[config.mk]
export PLATFORM = sky130hd
export DESIGN_NAME = skvm_cell
export DESIGN_NICKNAME = d
export VERILOG_FILES = /design/src/rtl/skvm_pkg.sv /design/src/rtl/skvm_cell.sv
export SDC_FILE = /design/constraint.sdc
export NUM_CORES = 1
export LEC_CHECK = 0
export ABC_AREA = 1
export BUFFER_PORTS_ARGS = -buffer_cell sky130_fd_sc_hd__buf_2
export CORE_AREA = 10 10 156 158
export DETAILED_ROUTE_END_ITERATION = 6
export DIE_AREA = 0 0 166 168
export GPL_ROUTABILITY_DRIVEN = 1
export PLACE_DENSITY_LB_ADDON = 0.15
export SYNTH_ARGS = -nofsm -noshare
export SYNTH_HDL_FRONTEND = slang
export SYNTH_SLANG_ARGS = --single-unit
[constraint.sdc]
create_clock -name clock -period 4.4 [get_ports clock]
set_input_delay 0.22 -clock clock [delete_from_list [all_inputs] [get_ports clock]]
set_output_delay 0.22 -clock clock [all_outputs]
set_load 0.01 [all_outputs]
[src/rtl/skvm_pkg.sv]
// ----------------------------------------------------------------------------
// skvm_pkg
// shared types and constants for the sorted key/value map
// ----------------------------------------------------------------------------
package skvm_pkg;

   localparam int CAPACITY_DEFAULT  = 64;
   localparam int KEY_WIDTH_DEFAULT = 64;
   localparam int KEY_PORT_WIDTH    = 64;
   localparam int VALUE_WIDTH       = 32;
   localparam int MODE_WIDTH        = 2;

   localparam logic [MODE_WIDTH-1:0] MODE_INSERT = 2'd0;
   localparam logic [MODE_WIDTH-1:0] MODE_REMOVE = 2'd1;
   localparam logic [MODE_WIDTH-1:0] MODE_LOOKUP = 2'd2;

   localparam logic [VALUE_WIDTH-1:0] VALUE_ABSENT = {VALUE_WIDTH{1'b1}};

   typedef enum logic {
      ST_IDLE,
      ST_EXEC
   } skvm_state_type;

   // per-cycle command broadcast to every cell
   typedef struct packed {
      logic ins_shift;
      logic overwrite;
      logic rem_shift;
   } skvm_cmd_type;

endpackage

[src/rtl/skvm_cell.sv]
// ----------------------------------------------------------------------------
// skvm_cell
// one slot of the sorted store: compares against the operand key and takes
// its next pair from itself, the operand, or a neighbour
// ----------------------------------------------------------------------------
module skvm_cell import skvm_pkg::*; #(
   parameter int KEY_WIDTH = KEY_WIDTH_DEFAULT
) (
   input  logic                   clock,
   input  logic                   reset,
   input  skvm_cmd_type           cmd,
   input  logic [KEY_WIDTH-1:0]   op_key,
   input  logic [VALUE_WIDTH-1:0] op_value,
   input  logic                   left_lt,
   input  logic                   left_vld,
   input  logic [KEY_WIDTH-1:0]   left_key,
   input  logic [VALUE_WIDTH-1:0] left_val,
   input  logic                   right_vld,
   input  logic [KEY_WIDTH-1:0]   right_key,
   input  logic [VALUE_WIDTH-1:0] right_val,
   output logic                   lt,
   output logic                   eq,
   output logic                   vld,
   output logic [KEY_WIDTH-1:0]   key,
   output logic [VALUE_WIDTH-1:0] val,
   output logic [VALUE_WIDTH-1:0] hit_val
);

   logic                   vld_ff, vld_in;
   logic [KEY_WIDTH-1:0]   key_ff, key_in;
   logic [VALUE_WIDTH-1:0] val_ff, val_in;

   assign lt      = vld_ff && (key_ff < op_key);
   assign eq      = vld_ff && (key_ff == op_key);
   assign vld     = vld_ff;
   assign key     = key_ff;
   assign val     = val_ff;
   assign hit_val = eq ? val_ff : '0;

   always_comb begin
      vld_in = vld_ff;
      key_in = key_ff;
      val_in = val_ff;
      if (cmd.ins_shift && !lt) begin
         if (left_lt) begin
            // insertion point
            vld_in = 1'b1;
            key_in = op_key;
            val_in = op_value;
         end else begin
            vld_in = left_vld;
            key_in = left_key;
            val_in = left_val;
         end
      end
      if (cmd.rem_shift && !lt) begin
         vld_in = right_vld;
         key_in = right_key;
         val_in = right_val;
      end
      if (cmd.overwrite && eq) begin
         val_in = op_value;
      end
   end

   always_ff @(posedge clock) begin
      if (reset) begin
         vld_ff <= 1'b0;
      end else begin
         vld_ff <= vld_in;
      end
   end

   always_ff @(posedge clock) begin
      key_ff <= key_in;
      val_ff <= val_in;
   end

endmodule

==> reports/qor.csv <==
stage;metric;value;unit
clock_network;clock-root-buffer;clkbuf_16;
final_layout;multiInputGateArea;3960;sq um
clock_network;htree_levels;3;
logic_synthesis;synth_mux_area_frac;0.0436;
clock_network;cts_tree;yes;
worst_setup_path;cp_cell_sequence;ha_1 > nand2_1 > nor2_2 > nand2_1 > nor2_2 > nand2_1 > nor2_2 > nand2_1 > nand4_4 > nand2_4 > inv_4 > buf_12 > o21ai_0;
logic_synthesis;post-synth-top-area-cell;edfxtp_1;
floorplanning;rows;54;
logic_synthesis;synth-compound-area-share;0.113;
worst_setup_path;cp.required;4.48;ns
routing;wire_per_inst;18.0;microns
routing;viasPerCell;4.69;
grt;grt_pass1_wl;45600;microns
clock_network;clk_latency;0.34;ns
worst_setup_path;cp.depth;13;
power;ir_worst_vdd;157;uV
logic_synthesis;netlist_instances;989;
hold_path;hold_class;input pin to flip-flop;
logic_synthesis;synth_top_area_share;0.379;
routing;routed_wl;30200;microns
logic_synthesis;synth-seq-cells;97;
timing;setup_viol;0;
worst_setup_path;cp-start-kind;flip-flop;
worst_setup_path;r2r-end;key[60];
floorplanning;fp.dieH;168;microns
power;p_seq_frac;0.413;
worst_setup_path;worst-path-max-fanout;71;
worst_setup_path;r2r_cells;13;
timing;fin_skew;0.00882;ns
logic_synthesis;synth_sequential_area_ratio;0.382;
timing;tns;0;ns
worst_setup_path;crit_slowest_cell;inv_4;
final_layout;seqCellArea;2900;sq um
grt;grt_max_degree;105;
power;intPower;2.10;mW
worst_setup_path;crit_path_end_kind;flip-flop;
worst_setup_path;crit_buf_inv;2;
floorplanning;die_w;166;microns
timing;rsz0062_at_grt;false;
logic_synthesis;ys_warn_count;0;
power;leakagePower;5.57;nW
final_layout;area_delta_synth_final;34.7;%
worst_setup_path;endpoint;key[60];
grt;grtUsageTotal;0.205;
run;maxCapViolCount;0;
logic_synthesis;synth_top_family_by_area;simple AND/OR/NAND/NOR gates;
clock_network;post_cts_buffers;0;
power;power_density;313;nW/um^2
power;combPwrFrac;0.337;
clock_network;cts.hold.buffers_added;0;
final_layout;mostFrequentLayoutCells;buf_2, nand2_1, inv_1, o21ai_0, edfxtp_1;
clock_network;post_cts_resized;0;
timing;max_freq;0.308;GHz
placement;place.gp.congestion;0.877;
timing;fin_crit;3.24;ns
worst_setup_path;timing.rr.start;key[55];
routing;drt_pass1_iterations;5;
power;p_sw_frac;0.344;
worst_setup_path;cpPeakStageDelay;0.47;ns
clock_network;clock-sinks;97;
timing;maxSlewHeadroom;0.497;
logic_synthesis;yosys.area_share.simple;0.259;
final_layout;layout-drive-gt1-share;0.347;
power;clock_power_share;0.249;
logic_synthesis;synth.net_count;1349;
worst_setup_path;crit_arrival;3.32;ns
logic_synthesis;yosys-top-cells-area;edfxtp_1, nand2_1, ha_1, o21ai_0, inv_1;
logic_synthesis;synth.cell_area;7600;sq um
power;switchingPower;1.10;mW
outcome;status;finished, final reports clean;
logic_synthesis;syn_avg_cell_area;7.68;sq um
timing;hold_violations;0;
placement;portBuffers;426;
clock_network;clk_pin_slew_worst_paths;0.07;ns
final_layout;fill_cells;2255;
timing;post-route-period-util;0.737;
timing;tightest_slew;0.755;ns
worst_setup_path;reg2reg_slack;1.16;ns
logic_synthesis;synthXorXnorAreaFrac;0;
floorplanning;core_area;21400;sq um
final_layout;fin_cells;1677;
worst_setup_path;cp_common_cell;nand2_1;
clock_network;ctsLongestPathBuffers;2;
placement;hpwlAfterDp;24400;microns
worst_setup_path;crit_type;flip-flop to flip-flop;
timing;final_max_slew_viol_count;0;
placement;dp_cells;1654;
clock_network;cts_buffers;9;
grt;grt_pass1_vias;7875;
final_layout;final_common_cell;buf_2;
routing;first_iter_violations;384;
grt;grt-ovfl-total;0;
floorplanning;start_util;0.355;
final_layout;fin_nets;1745;
timing;hold_ws;0.115;ns
logic_synthesis;synthAdderAreaFrac;0.105;
grt;antenna_found_initial;9;
routing;vias;7861;
routing;post-route-drc-count;0;
worst_setup_path;startpoint;key[55];
floorplanning;io_pins;427;
floorplanning;dieArea;27900;sq um
logic_synthesis;synthDistinctLibCells;32;
worst_setup_path;crit_family;simple AND/OR/NAND/NOR gates;
routing;ant_nets;0;
-- registers in the layout (all words and copies together), names as in the netlist --
register,flops
key,64
val,32
vld,1
-- metal layers --
layer  part of all wire  track usage  up-vias
met5             0.0012            0        -
met4              0.015       0.0551        6
met3              0.079       0.0619       29
met2               0.51        0.363      298
met1               0.40        0.236     3485
li1                   -            -     4043
-- synthesized netlist by cell type --
master,count
nand4_1,3
or2_2,1
nand2_4,1
inv_1,127
o21ai_1,14
nand4_4,1
dfxtp_1,1
o21ai_2,13
inv_4,1
a21o_1,3
o21ai_0,103
mux2_2,1
ha_1,64
a21boi_0,1
nor2_1,57
a21oi_2,1
a21oi_1,22
inv_2,2
o211ai_1,1
nor2_2,4
buf_2,21
edfxtp_1,96
buf_1,5
nand3_1,41
nor4_1,3
nand3b_1,32
clkbuf_1,19
buf_6,2
nand2_2,10
mux2i_1,32
nand2_1,305
buf_8,2
-- worst register-to-register path, cell delays in order (launching register included) --
cell and delay [ns]:
edfxtp_1 0.42, ha_1 0.32, nand2_1 0.08, nor2_2 0.15, nand2_1 0.08, nor2_2 0.11
nand2_1 0.13, nor2_2 0.13, nand2_1 0.10, nand4_4 0.36, nand2_4 0.10, inv_4 0.47
buf_12 0.36, o21ai_0 0.17
-- power by group through the flow --
stage	clock, mW	sequential (mW)	combinational, mW
3_3_place_gp	0	1.34	1.09
6_report	0.799	1.33	1.08
4_1_cts	0.827	1.33	1.10
5_1_grt	0.858	1.35	1.23
3_5_place_dp	0	1.35	1.10
2_1_floorplan	0	1.41	0.547
-- how the worst min path moves through the flow --
stage	from	end	slack (ns)	cells after the start
after floorplan	reset	vld	0.37	3
final	reset	vld	0.12	4
after detailed placement	reset	vld	0.48	4
after global placement	reset	vld	0.46	4
after CTS	reset	vld	0.10	4
after global routing	reset	vld	0.11	4
-- stage by stage --
| step | setup slack, ns | utilization | power (mW) | instance area, sq um |
|---|---|---|---|---|
| 2_1_floorplan | 1.14 | - | 1.96 | 7600 |
| 6_report | 1.16 | 0.478 | 3.21 | 10200 |
| 4_1_cts | 1.09 | 0.477 | 3.26 | 10200 |
| 3_3_place_gp | 1.17 | 0.464 | 2.43 | 9930 |
| 5_1_grt | 0.835 | 0.478 | 3.44 | 10200 |
| 3_5_place_dp | 1.10 | 0.464 | 2.44 | 9930 |
-- area by class of cell --
type | count | area share
diodes | 7 | 0.00171
clock buffers | 10 | 0.0224
clock inverters | 6 | 0.00574
inverters | 130 | 0.0479
multi-input cells | 713 | 0.386
flip-flops and latches | 97 | 0.284
well taps | 280 | 0.0342
repair buffers | 434 | 0.218
-- cells by family after synthesis --
| kind of cell | Yosys count |
|---|---|
| fa+ha+maj | 64 |
| flops | 97 |
| compound gates | 158 |
| simple gates | 458 |
| buf+inv | 179 |
| mux | 33 |
Note: power is estimated with default switching activity, not from simulation.
